$ cat src/rtl/signed_int_to_decimal_ascii_macros.svh
`ifndef SIGNED_INT_TO_DECIMAL_ASCII_MACROS_SVH
`define SIGNED_INT_TO_DECIMAL_ASCII_MACROS_SVH

// Check that cons holds in the same cycle as ante.
`define SIC_ASSERT_NOW(lbl, ante, cons, msg) \
	lbl: assert property (@(posedge clk) disable iff (!arst_n) (ante) |-> (cons)) \
		else $error(msg);

// Check that cons holds in the cycle after ante.
`define SIC_ASSERT_NEXT(lbl, ante, cons, msg) \
	lbl: assert property (@(posedge clk) disable iff (!arst_n) (ante) |=> (cons)) \
		else $error(msg);

`endif

$ cat src/rtl/sic_pkg.sv
package sic_pkg;

	localparam int VALUE_WIDTH_DEF = 32;
	localparam int QDEPTH = 2;

	localparam logic [6:0] CHAR_ZERO = 7'd48;
	localparam logic [6:0] CHAR_MINUS = 7'd45;

	localparam logic [3:0] DD_LIMIT = 4'd5;
	localparam logic [3:0] DD_BIAS = 4'd3;

	function automatic int num_digits(input int w);
		return (w * 30103) / 100000 + 1;
	endfunction

	function automatic logic [3:0] dd_adjust(input logic [3:0] d);
		return (d >= DD_LIMIT) ? d + DD_BIAS : d;
	endfunction

endpackage

$ cat src/rtl/sic_front.sv
module sic_front #(
	parameter int VALUE_WIDTH = sic_pkg::VALUE_WIDTH_DEF
) (
	input  logic                   in_valid,
	output logic                   in_stall,
	input  logic [VALUE_WIDTH-1:0] value,
	input  logic                   q_full,
	output logic                   q_push,
	output logic [VALUE_WIDTH:0]   q_data
);

	logic                   neg;
	logic [VALUE_WIDTH-1:0] mag;

	assign neg = value[VALUE_WIDTH-1];
	assign mag = neg ? (~value + VALUE_WIDTH'(1)) : value;

	assign in_stall = q_full;
	assign q_push = in_valid && !q_full;
	assign q_data = {neg, mag};

endmodule

$ cat src/rtl/sic_fifo.sv
module sic_fifo #(
	parameter int DW = sic_pkg::VALUE_WIDTH_DEF + 1
) (
	input  logic          clk,
	input  logic          arst_n,
	input  logic          push,
	input  logic [DW-1:0] wdata,
	input  logic          pop,
	output logic [DW-1:0] rdata,
	output logic          full,
	output logic          empty
);

	localparam int PW = $clog2(sic_pkg::QDEPTH);
	localparam int CW = $clog2(sic_pkg::QDEPTH + 1);

	logic [DW-1:0] mem_q [sic_pkg::QDEPTH];
	logic [PW-1:0] wptr_q;
	logic [PW-1:0] rptr_q;
	logic [CW-1:0] cnt_q;
	logic          do_push;
	logic          do_pop;

	assign full = cnt_q == CW'(sic_pkg::QDEPTH);
	assign empty = cnt_q == '0;
	assign do_push = push && !full;
	assign do_pop = pop && !empty;
	assign rdata = mem_q[rptr_q];

	always_ff @(posedge clk) begin
		if (do_push) begin
			mem_q[wptr_q] <= wdata;
		end
	end

	always_ff @(posedge clk or negedge arst_n) begin
		if (!arst_n) begin
			wptr_q <= '0;
			rptr_q <= '0;
			cnt_q <= '0;
		end else begin
			if (do_push) begin
				wptr_q <= (wptr_q == PW'(sic_pkg::QDEPTH - 1)) ? '0 : wptr_q + PW'(1);
			end
			if (do_pop) begin
				rptr_q <= (rptr_q == PW'(sic_pkg::QDEPTH - 1)) ? '0 : rptr_q + PW'(1);
			end
			if (do_push && !do_pop) begin
				cnt_q <= cnt_q + CW'(1);
			end else if (do_pop && !do_push) begin
				cnt_q <= cnt_q - CW'(1);
			end
		end
	end

endmodule

$ cat src/rtl/sic_conv.sv
module sic_conv #(
	parameter int VALUE_WIDTH = sic_pkg::VALUE_WIDTH_DEF
) (
	input  logic                   clk,
	input  logic                   arst_n,
	input  logic                   q_empty,
	output logic                   q_pop,
	input  logic [VALUE_WIDTH:0]   q_data,
	output logic                   out_valid,
	input  logic                   out_stall,
	output logic [6:0]             text_char,
	output logic                   is_last
);

	localparam int NDIG = sic_pkg::num_digits(VALUE_WIDTH);
	localparam int BW = NDIG * 4;
	localparam int CW = $clog2(VALUE_WIDTH);

	typedef enum logic [2:0] {
		ST_IDLE = 3'b001,
		ST_CONV = 3'b010,
		ST_EMIT = 3'b100
	} state_t;

	state_t                 state_q;
	logic [BW-1:0]          bcd_q;
	logic [BW-1:0]          bcd_adj;
	logic [VALUE_WIDTH-1:0] mag_q;
	logic [CW-1:0]          cnt_q;
	logic                   neg_q;
	logic                   lead_q;
	logic                   out_valid_q;
	logic [6:0]             text_char_q;
	logic                   is_last_q;
	logic [3:0]             top;
	logic                   ofree;
	logic                   skip;
	logic                   emit;

	always_comb begin
		for (int i = 0; i < NDIG; i++) begin
			bcd_adj[i*4 +: 4] = sic_pkg::dd_adjust(bcd_q[i*4 +: 4]);
		end
	end

	assign top = bcd_q[BW-1 -: 4];
	assign ofree = !out_valid_q || !out_stall;
	assign skip = (state_q == ST_EMIT) && !neg_q && lead_q && (top == 4'd0) && (cnt_q != '0);
	assign emit = (state_q == ST_EMIT) && ofree && !skip;
	assign q_pop = (state_q == ST_IDLE) && !q_empty;

	always_ff @(posedge clk or negedge arst_n) begin
		if (!arst_n) begin
			state_q <= ST_IDLE;
			cnt_q <= '0;
			neg_q <= 1'b0;
			lead_q <= 1'b0;
		end else begin
			unique case (state_q)
				ST_IDLE: begin
					if (!q_empty) begin
						neg_q <= q_data[VALUE_WIDTH];
						cnt_q <= CW'(VALUE_WIDTH - 1);
						state_q <= ST_CONV;
					end
				end
				ST_CONV: begin
					if (cnt_q == '0) begin
						cnt_q <= CW'(NDIG - 1);
						lead_q <= 1'b1;
						state_q <= ST_EMIT;
					end else begin
						cnt_q <= cnt_q - CW'(1);
					end
				end
				ST_EMIT: begin
					if (skip) begin
						cnt_q <= cnt_q - CW'(1);
					end else if (emit) begin
						if (neg_q) begin
							neg_q <= 1'b0;
						end else begin
							lead_q <= 1'b0;
							cnt_q <= cnt_q - CW'(1);
							if (cnt_q == '0) begin
								state_q <= ST_IDLE;
							end
						end
					end
				end
				default: begin
					state_q <= ST_IDLE;
				end
			endcase
		end
	end

	always_ff @(posedge clk) begin
		if (q_pop) begin
			mag_q <= q_data[VALUE_WIDTH-1:0];
			bcd_q <= '0;
		end else if (state_q == ST_CONV) begin
			bcd_q <= {bcd_adj[BW-2:0], mag_q[VALUE_WIDTH-1]};
			mag_q <= {mag_q[VALUE_WIDTH-2:0], 1'b0};
		end else if (skip || (emit && !neg_q)) begin
			bcd_q <= {bcd_q[BW-5:0], 4'd0};
		end
	end

	always_ff @(posedge clk or negedge arst_n) begin
		if (!arst_n) begin
			out_valid_q <= 1'b0;
		end else if (emit) begin
			out_valid_q <= 1'b1;
		end else if (!out_stall) begin
			out_valid_q <= 1'b0;
		end
	end

	always_ff @(posedge clk) begin
		if (emit) begin
			text_char_q <= neg_q ? sic_pkg::CHAR_MINUS : sic_pkg::CHAR_ZERO + {3'b000, top};
			is_last_q <= !neg_q && (cnt_q == '0);
		end
	end

	assign out_valid = out_valid_q;
	assign text_char = text_char_q;
	assign is_last = is_last_q;

endmodule

$ cat src/rtl/signed_int_to_decimal_ascii.sv
// Each item is taken from the queue and passed through the bit-serial binary-to-BCD
// shift loop; the minus sign, if any, comes first, leading zeros are then suppressed,
// and the digits follow at one character per cycle while out_stall is low. A two-entry
// queue lets the input side run ahead of the shift loop and the digit emitter.
// Reset (arst_n low) empties the queue and the output.
`include "signed_int_to_decimal_ascii_macros.svh"

module signed_int_to_decimal_ascii #(
	parameter int VALUE_WIDTH = sic_pkg::VALUE_WIDTH_DEF
) (
	input  logic                   clk,
	input  logic                   arst_n,
	input  logic                   in_valid,
	output logic                   in_stall,
	input  logic [VALUE_WIDTH-1:0] value,
	output logic                   out_valid,
	input  logic                   out_stall,
	output logic [6:0]             text_char,
	output logic                   is_last
);

	logic                 q_push;
	logic                 q_pop;
	logic                 q_full;
	logic                 q_empty;
	logic [VALUE_WIDTH:0] q_wdata;
	logic [VALUE_WIDTH:0] q_rdata;
	logic                 is_minus;
	logic                 char_ok;

	sic_front #(
		.VALUE_WIDTH(VALUE_WIDTH)
	) u_front (
		.in_valid(in_valid),
		.in_stall(in_stall),
		.value(value),
		.q_full(q_full),
		.q_push(q_push),
		.q_data(q_wdata)
	);

	sic_fifo #(
		.DW(VALUE_WIDTH + 1)
	) u_fifo (
		.clk(clk),
		.arst_n(arst_n),
		.push(q_push),
		.wdata(q_wdata),
		.pop(q_pop),
		.rdata(q_rdata),
		.full(q_full),
		.empty(q_empty)
	);

	sic_conv #(
		.VALUE_WIDTH(VALUE_WIDTH)
	) u_conv (
		.clk(clk),
		.arst_n(arst_n),
		.q_empty(q_empty),
		.q_pop(q_pop),
		.q_data(q_rdata),
		.out_valid(out_valid),
		.out_stall(out_stall),
		.text_char(text_char),
		.is_last(is_last)
	);

	assign is_minus = text_char == sic_pkg::CHAR_MINUS;
	assign char_ok = is_minus
		|| ((text_char >= sic_pkg::CHAR_ZERO) && (text_char <= sic_pkg::CHAR_ZERO + 7'd9));

	`SIC_ASSERT_NOW(a_char_range, out_valid, char_ok, "character out of range")
	`SIC_ASSERT_NOW(a_minus_not_last, out_valid && is_minus, !is_last, "minus sign flagged last")
	`SIC_ASSERT_NEXT(a_full_not_empty, q_full, !q_empty, "queue drained too fast")

endmodule
$ cat config.mk
export PLATFORM = sky130hd
export DESIGN_NAME = signed_int_to_decimal_ascii
export DESIGN_NICKNAME = d
export VERILOG_FILES = /design/src/rtl/sic_pkg.sv /design/src/rtl/sic_front.sv /design/src/rtl/sic_fifo.sv /design/src/rtl/sic_conv.sv /design/src/rtl/signed_int_to_decimal_ascii.sv
export VERILOG_INCLUDE_DIRS = /design/src /design/src/rtl
export SDC_FILE = /design/constraint.sdc
export NUM_CORES = 1
export LEC_CHECK = 0
export BUFFER_PORTS_ARGS = -buffer_cell sky130_fd_sc_hd__buf_4
export CORE_MARGIN = 3
export CORE_UTILIZATION = 30
export CTS_CLUSTER_SIZE = 12
export DETAILED_ROUTE_END_ITERATION = 10
export HOLD_SLACK_MARGIN = 0.12
export PLACE_DENSITY = 0.52
export SLEW_MARGIN = 20
export SYNTH_ARGS = -nofsm -noshare
export SYNTH_HDL_FRONTEND = slang
export SYNTH_HIERARCHICAL = 1
export SYNTH_SLANG_ARGS = --single-unit
$ cat constraint.sdc
create_clock -name clk -period 3.1 [get_ports clk]
set_clock_uncertainty 0.15 [all_clocks]
set_input_delay 0.155 -clock clk [delete_from_list [all_inputs] [get_ports clk]]
set_output_delay 0.155 -clock clk [all_outputs]
set_load 0.03 [all_outputs]
==> flow_summary.toml, run 1 <==
[pwr]
total_power_uw = 9260
vdd.ir_drop.worst_mv = 0.556
p_leak_uw = 0.00374
p_per_area_nw_per_um2 = 924

[yosys]
synthFlopType = "edfxtp_1"
yosysUniqueCellTypes = 63
synth_area_sq_um = 8450
ys_warn_count = 6
synth-edff-count = 104
synth_cells = 795
ys_ff_latch = 159
postSynthAreaPerCell_sq_um = 10.6
ys_async_sr_fraction_pct = 9.43
syn_nets = 856
synth-seq-area-share_pct = 50.9

[global_route]
antenna_found_initial = 0
gr-total-overflow = 0
grt_max_degree = 63
grt_usage_pct = 11.2
grt_pass1_wl_um = 28300
grt_pass1_vias = 5583

[critical_path]
crit_type = "primary input to flip-flop"
cp.required_ns = 3.13
worst_setup_path_end_kind = "flip-flop"
arrival_ns = 2.68
worstPathMaxFanout = 10
setup.worst_path.start_class = "primary input"

[routing]
firstDrtPassIters = 5
remaining_drc_errors = 0
vias = 5820
drt_first_iter_violations = 236
wl_per_cell_um = 13.4
postRouteAntennaNets = 0
avgViaCountPerCell = 4.68
wirelength_um = 16700

[sta]
rsz0062_at_grt = "no"
setup_viol = 0
fmax_ghz = 0.377
relSlewSlack_pct = 47.0
maxSlewViolCount = 0
fin_setup_tns_ns = 0
period_needed_ns = 2.65
final_hold_viol_count = 0
worst_pin_slew_ns = 0.794
min_period_over_period_pct = 85.6

[placement]
gp_congestion = 0.729
hpwl_um = 10700
portBuffers = 43

[final_layout]
nets = 919
fill_cells = 2711
drive_gt1_share_pct = 16.8
area_delta_synth_final_pct = 18.5
diodes = 0

[clock_network]
cts_max_path_buffers = 2
cts_setup_buffers = 0
cts_max_level = 4
cts.sinks = 159
cts_made_buffers = 17
clkTransAtPathRegs_ns = 0.07
clk_latency_ns = 0.43
cts_tree = "yes"
cts_root_buf = "clkbuf_16"

[floorplan]
die_h_um = 174
die_w_um = 174
initial_utilization_pct = 30.9
io_pins = 46
dieArea_sq_um = 30200
core_sq_um = 27300
rows = 60

[worst_hold_path]
hold_class = "flip-flop to flip-flop"

[outcome]
status = "finished, final reports clean"

[run]
maxCapViolCount = 0
## cell usage in the layout (no fill, tap or decap), drive strengths merged, types with 8 or more instances in the layout
cell	instances
inv	48
nor2	28
clkbuf	17
ha	25
o21a	9
a21oi	60
o21ai	37
o32a	8
xnor2	42
o31ai	13
buf	54
edfxtp	104
nand2	142
nor3	15
o221ai	8
o41ai	8
dfxtp	40
nor3b	11
nand2b	16
nand3	8
o211ai	9
mux2	33
a31oi	32
dfrtp	14
dlygate4sd3	42
## cells in the mapped netlist, types with 7 or more instances
cell	count	area (sq um)
dfxtp_1	40	801
clkbuf_1	24	90.1
mux2_4	29	435
buf_4	9	67.6
dfrtp_1	14	350
o221ai_1	8	70.1
o32a_1	8	80.1
nand2b_1	15	93.8
a31oi_1	32	200
nor2_1	28	105
a21oi_1	60	300
xnor2_1	42	368
o41ai_2	7	114
buf_2	9	45.0
nor3_1	14	70.1
nor3b_1	9	67.6
o21a_1	9	67.6
edfxtp_1	104	3120
o211ai_1	9	67.6
ha_1	25	313
inv_1	38	143
nand3_1	7	35.0
o21ai_0	35	175
nand2_1	142	533
o31ai_1	11	82.6
## cell families (layout without fill, tap and decap cells)
family / after synthesis / in the layout / share of synthesized area, %
fa+ha+maj: 25 / 25 / 3.70
xor+xnor: 44 / 44 / 4.56
mux: 34 / 34 / 5.80
buf+inv: 90 / 166 / 5.46
flops: 159 / 159 / 50.9
simple gates: 245 / 245 / 14.2
compound gates: 196 / 196 / 15.3
other cells: 2 / 2 / 0.0888
## path summary, 6_finish.rpt
kind | from | to | slack (ns) | cells after the start
min in group asynchronous | arst_n | u_conv/state_q[0]$_DFFE_PN1P_ | 0.61 | 3
setup / recovery | value[4] | u_fifo/mem_q[0][24]$_DFFE_PP_ | 0.45 | 7
setup reg to reg | u_conv/state_q[1]$_DFFE_PN0P_ | u_conv/mag_q[2]$_DFFE_PP_ | 0.77 | 3
hold reg to reg | u_conv/bcd_q[31]$_SDFFE_PP0P_ | u_conv/bcd_q[31]$_SDFFE_PP0P_ | 0.35 | 2
hold / removal | u_conv/bcd_q[31]$_SDFFE_PP0P_ | u_conv/bcd_q[31]$_SDFFE_PP0P_ | 0.35 | 2
max in group asynchronous | arst_n | u_fifo/rptr_q$_DFFE_PN0P_ | 1.10 | 4
## worst max-delay path, cell delays in order
cell and delay [ns]:
dlygate4sd3_1 0.54, buf_4 0.15, nor4_4 0.37, nand2_1 0.38, o41ai_2 0.41, xnor2_1 0.10
dlygate4sd3_1 0.57
## layout make-up
cell class | count | area [sq um] | share of cell area, %
Multi-Input combinational cell | 546 | 3700 | 36.9
Clock buffer | 17 | 425 | 4.25
Clock inverter | 15 | 158 | 1.57
Tap cell | 372 | 465 | 4.65
Inverter | 38 | 143 | 1.42
Sequential cell | 159 | 4300 | 42.9
Timing Repair Buffer | 96 | 826 | 8.24
## layer usage
layer | vias to the layer above | share of wire (%) | track usage [%]
met2 | 96 | 46 | 18.0
met3 | 11 | 3.0 | 1.95
met5 | - | 0 | 0
met4 | 0 | 1.2 | 3.79
met1 | 2735 | 50 | 15.4
li1 | 2978 | - | -
## state kept, by name (all words and copies together), names as in the netlist, 2 cells and up
name and count:
u_conv/cnt_q 5, u_conv/bcd_q 40, u_fifo/cnt_q 2, u_fifo/mem_q 66, u_conv/mag_q 32, u_conv/text_char 5, u_conv/state_q 3
## what timing repair did
action                                 in CTS  in global routing
hold buffers                               42                  0
endpoints found under the hold margin      92                  0
resized for setup                           0                  0
## power breakdown
part           internal [uW]  total [uW]  switching [uW]
clock network           1080        2040             957
registers               3230        3780             555
logic                   1440        3440            2000
total                   5750        9260            3510
## through the flow
step	area [sq um]	hold slack [ns]	instances	setup WS, ns	utilization, %
detailed placement	9020	-0.125	1169	0.774	33.0
global placement	9020	-0.126	1169	0.786	33.0
global route	10000	0.348	1243	0.311	36.7
CTS	10000	0.322	1243	0.484	36.7
floorplan	8450	-0.291	795	0.311	-
finish	10000	0.349	1243	0.447	36.7
Power figures use the tool's default switching activity.
==> run 2: changes to the inputs <==
--- a/config.mk
+++ b/config.mk
@@ -12,8 +12,8 @@
 export CTS_CLUSTER_SIZE = 12
 export DETAILED_ROUTE_END_ITERATION = 10
 export HOLD_SLACK_MARGIN = 0.12
-export PLACE_DENSITY = 0.52
-export SLEW_MARGIN = 20
+export PLACE_DENSITY = 0.48
+export SLEW_MARGIN = 5
 export SYNTH_ARGS = -nofsm -noshare
 export SYNTH_HDL_FRONTEND = slang
 export SYNTH_HIERARCHICAL = 1
==> run 2 against run 1 <==
  * Global-route usage up 0.63 points
  * Critical path depth decreased by 1
  * Largest cell class unchanged
  * Critical endpoint is now u_fifo/mem_q[1][31]$_DFFE_PP_
  * First-iteration DRC count is 33% higher
  * Critical path type unchanged
==> flow_summary.toml, run 2 (synthesized netlist as in run 1, its figures left out) <==
[outcome]
status = "finished, final reports clean"

[clock_network]
cts_setup_buffers = 0
clkTransAtPathRegs_ns = 0.07
cts_max_level = 4
cts_root_buf = "clkbuf_16"
cts_tree = "yes"
cts.sinks = 159
holdBufCountCts = 48
cts_made_buffers = 17
cts_resized = 0
cts_max_path_buffers = 2
clk_latency_ns = 0.43

[routing]
remaining_drc_errors = 0
drt_first_iter_violations = 315
avgViaCountPerCell = 4.67
wl_per_cell_um = 13.8
firstDrtPassIters = 4
wirelength_um = 17200
postRouteAntennaNets = 0
vias = 5835

[sta]
worst_pin_slew_ns = 0.670
final_hold_viol_count = 0
min_period_over_period_pct = 86.9
maxSlewViolCount = 0
relSlewSlack_pct = 55.2
rsz0062_at_grt = "no"
setup_viol = 0
fin_setup_tns_ns = 0
fmax_ghz = 0.371
period_needed_ns = 2.70

[final_layout]
final_cell_mix = "nand2_1 (142), edfxtp_1 (104), a21oi_1 (60)"
top_regs = "u_fifo/mem_q x66, u_conv/bcd_q x40, u_conv/mag_q x32"
area_delta_synth_final_pct = 19.8
final_common_cell = "nand2_1"
nets = 925
largest_register_ffs = 66
post-route-cell-area_sq_um = 10100
post-route-util_pct = 37.1
fill_cells = 2764
register_area_sq_um = 4300
diodes = 0
multi_input_area_sq_um = 3700
regMostFlops = "u_fifo/mem_q"
drive_gt1_share_pct = 16.5

[global_route]
grt_pass1_wl_um = 29800
use_met1_pct = 16.8
antenna_found_initial = 0
grt_pass1_vias = 5807
gr-total-overflow = 0
use_met3_pct = 2.43
grtUsageMet2_pct = 18.3
grt.busiest_layer = "met2"
grt_usage_pct = 11.9
grt_max_degree = 63

[placement]
hpwl_um = 11000
portBuffers = 43
gp_congestion = 0.725
placed_area_sq_um = 9030

[worst_hold_path]
hold_depth = 2
hold_class = "primary input to flip-flop"

[critical_path]
arrival_ns = 2.69
r2r_cells = 3
crit_type = "primary input to flip-flop"
cp.required_ns = 3.10
worst_setup_path_end_kind = "flip-flop"
worstPathMaxFanout = 4
setup.worst_path.start_class = "primary input"

[floorplan]
die_w_um = 174
die_h_um = 174
core_sq_um = 27300
rows = 60
io_pins = 46
dieArea_sq_um = 30200
initial_utilization_pct = 30.9

[pwr]
p_leak_uw = 0.00377
vdd.ir_drop.worst_mv = 0.571
total_power_uw = 9510
p_per_area_nw_per_um2 = 939

[run]
maxCapViolCount = 0
[run 2: cell types whose count changed in the layout (fill, tap and decap cells not counted), sizes merged]
cell,change
bufinv,+3
clkbuf,+1
clkinv,-5
clkinvlp,+2
dlygate4sd3,+6
inv,-1
[run 2: critical path, stage by stage]
cell           delay [ns]
dlygate4sd3_1        0.53
buf_4                0.14
nor4_1               0.58
nand3_1              0.18
dlygate4sd3_1        0.61
nor4_1               0.50
[run 2: worst paths after layout]
kind                            slack (ns)                           from                           endpoint
worst max register to register        0.83  u_conv/state_q[2]$_DFFE_PN0P_  u_conv/text_char[0]$_SDFFCE_PP1P_
worst max-delay path                  0.40                      value[24]      u_fifo/mem_q[1][31]$_DFFE_PP_
min in group asynchronous             0.62                         arst_n      u_conv/state_q[0]$_DFFE_PN1P_
worst min-delay path                  0.33                       value[0]       u_fifo/mem_q[1][0]$_DFFE_PP_
max in group asynchronous             1.08                         arst_n          u_fifo/rptr_q$_DFFE_PN0P_
worst min register to register        0.36    u_conv/cnt_q[0]$_DFFE_PN0P_        u_conv/cnt_q[0]$_DFFE_PN0P_
[run 2: layer usage]
layer | vias to the layer above | part of all wire (%)
li1 | 2989 | -
met1 | 2742 | 51
met2 | 92 | 45
met3 | 12 | 2.9
met4 | 0 | 1.0
met5 | - | 0
[run 2: cell type report]
type,count,share of cell area [%]
inverter,38,1.41
clock inverter,14,1.91
multi-input combinational,546,36.5
timing repair buffer,102,8.87
sequential,159,42.5
tap,372,4.59
clock buffer,18,4.24
[run 2: power by group]
group	switching, uW	internal (uW)
registers	487	3230
logic	2100	1470
clock network	928	1300
[run 2: per-stage QoR]
stage               hold WS (ns)  setup slack [ns]  cells
floorplan                 -0.291             0.311    795
global placement          -0.125             0.874   1169
detailed placement        -0.121             0.833   1169
CTS                        0.319             0.430   1249
global route               0.316             0.348   1249
finish                     0.330             0.405   1249
==> run 3: changes to the inputs <==
--- a/config.mk
+++ b/config.mk
@@ -9,6 +9,7 @@
 export BUFFER_PORTS_ARGS = -buffer_cell sky130_fd_sc_hd__buf_4
 export CORE_MARGIN = 3
 export CORE_UTILIZATION = 30
+export CTS_BUF_LIST = sky130_fd_sc_hd__clkbuf_8 sky130_fd_sc_hd__clkbuf_16
 export CTS_CLUSTER_SIZE = 12
 export DETAILED_ROUTE_END_ITERATION = 10
 export HOLD_SLACK_MARGIN = 0.12
==> run 3 against run 2 <==
  * First-iteration DRC count did not move
  * Clock power is essentially flat
  * Highest routed layer unchanged
  * Via count is essentially flat
  * Fmax barely moved
  * Combinational power hardly changed
==> flow_summary.toml, run 3 (synthesized netlist as in run 1, its figures left out) <==
[critical_path]
r2r_cells = 3
cp.required_ns = 3.10
r2r-end = "u_conv/text_char[0]$_SDFFCE_PP1P_"
worst_setup_path_end_kind = "flip-flop"
r2r_start = "u_conv/state_q[2]$_DFFE_PN0P_"
setup.worst_path.start_class = "primary input"
startpoint = "value[24]"
crit_path_end = "u_fifo/mem_q[1][31]$_DFFE_PP_"
r2r_slack_ns = 0.83
crit_type = "primary input to flip-flop"
arrival_ns = 2.69
worstPathMaxFanout = 4

[final_layout]
drive_gt1_share_pct = 16.5
largest_register_ffs = 66
final_cell_mix = "nand2_1 (142), edfxtp_1 (104), a21oi_1 (60)"
top_regs = "u_fifo/mem_q x66, u_conv/bcd_q x40, u_conv/mag_q x32"
nets = 925
regMostFlops = "u_fifo/mem_q"
post-route-util_pct = 37.1
area_delta_synth_final_pct = 19.8
final_common_cell = "nand2_1"
diodes = 0

[floorplan]
core_sq_um = 27300
initial_utilization_pct = 30.9
io_pins = 46
rows = 60
die_h_um = 174
die_w_um = 174
dieArea_sq_um = 30200

[routing]
remaining_drc_errors = 0
firstDrtPassIters = 4
postRouteAntennaNets = 0
wl_per_cell_um = 13.8
wirelength_um = 17200
drt_first_iter_violations = 315
vias = 5836
avgViaCountPerCell = 4.67

[pwr]
switching_power_uw = 3510
vdd.ir_drop.worst_mv = 0.571
internal_power_uw = 6000
p_leak_uw = 0.00378
swShare_pct = 36.9
combPwrFrac_pct = 37.5
p_seq_share_pct = 39.1
p_per_area_nw_per_um2 = 939
clkPwrFrac_pct = 23.4

[worst_hold_path]
hold_class = "primary input to flip-flop"

[global_route]
gr-total-overflow = 0
grt_usage_pct = 11.9
grt_pass1_vias = 5807
grt_max_degree = 63
grt_pass1_wl_um = 29800
antenna_found_initial = 0

[clock_network]
cts_max_path_buffers = 2
cts_tree = "yes"
clkTransAtPathRegs_ns = 0.07
cts_max_level = 4
cts_made_buffers = 17
cts.sinks = 159
cts_setup_buffers = 0
cts_root_buf = "clkbuf_16"
cts_resized = 0
clk_latency_ns = 0.43

[sta]
fmax_ghz = 0.371
rsz0062_at_grt = "no"
min_period_over_period_pct = 86.9
worst_pin_slew_ns = 0.670
setup_viol = 0
relSlewSlack_pct = 55.2
fin_setup_tns_ns = 0
final_hold_viol_count = 0
period_needed_ns = 2.70
maxSlewViolCount = 0

[placement]
gp_congestion = 0.725
portBuffers = 43
hpwl_um = 11000

[outcome]
status = "finished, final reports clean"

[run]
maxCapViolCount = 0
-- run 3: cell types whose count changed in the layout (fill, tap and decap cells not counted) --
cell and delta:
inv_1 +1, clkbuf_1 -1
-- run 3: worst min path at each step --
stage,startpoint,to,slack (ns),depth (start not counted)
global placement,arst_n,u_conv/neg_q$_DFFE_PN0P_,-0.12,1
detailed placement,arst_n,u_conv/neg_q$_DFFE_PN0P_,-0.12,1
finish,value[0],u_fifo/mem_q[1][0]$_DFFE_PP_,0.33,2
global route,value[0],u_fifo/mem_q[0][0]$_DFFE_PP_,0.32,2
CTS,value[0],u_fifo/mem_q[0][0]$_DFFE_PP_,0.32,2
floorplan,arst_n,u_conv/cnt_q[0]$_DFFE_PN0P_,-0.29,0
-- run 3: area by class of cell --
cell class / instances / area (sq um)
multi-input cells: 546 / 3700
repair buffers: 102 / 898
well taps: 372 / 465
fillers: 2764 / 17200
clock buffers: 17 / 425
clock inverters: 15 / 198
flip-flops and latches: 159 / 4300
inverters: 38 / 143
-- run 3: critical path, cell delays in order --
cell and delay [ns]:
dlygate4sd3_1 0.53, buf_4 0.14, nor4_1 0.58, nand3_1 0.18, dlygate4sd3_1 0.61, nor4_1 0.50
-- run 3: stage by stage --
step                      instance area (sq um)  worst slack (ns)  hold WS [ns]  total power [uW]  instances
after floorplan                            8450             0.311        -0.291              6540        795
after global placement                     9030             0.874        -0.125              7300       1169
after detailed placement                   9030             0.833        -0.121              7320       1169
after CTS                                 10100             0.430         0.319              9650       1249
after global routing                      10100             0.348         0.316             10300       1249
final                                     10100             0.405         0.330              9510       1249
-- run 3: timing repair --
action,CTS,global route
hold endpoints to repair,92,0
hold buffers,48,0
endpoints found under the setup margin,0,0
-- run 3: metal layers --
metal | track usage (%) | wire length (um) | vias up
met5 | 0 | 0 | -
met4 | 3.65 | 173 | 0
met3 | 2.43 | 498 | 12
met2 | 18.3 | 7690 | 92
met1 | 16.8 | 8850 | 2743
li1 | - | - | 2989
-- run 3: power by group through the flow --
| stage | logic, uW | clock network (uW) | registers [uW] |
|---|---|---|---|
| 2_1_floorplan | 2980 | 0 | 3560 |
| 3_3_place_gp | 3550 | 0 | 3750 |
| 3_5_place_dp | 3560 | 0 | 3760 |
| 4_1_cts | 3630 | 2300 | 3720 |
| 5_1_grt | 4080 | 2390 | 3830 |
| 6_report | 3570 | 2230 | 3720 |
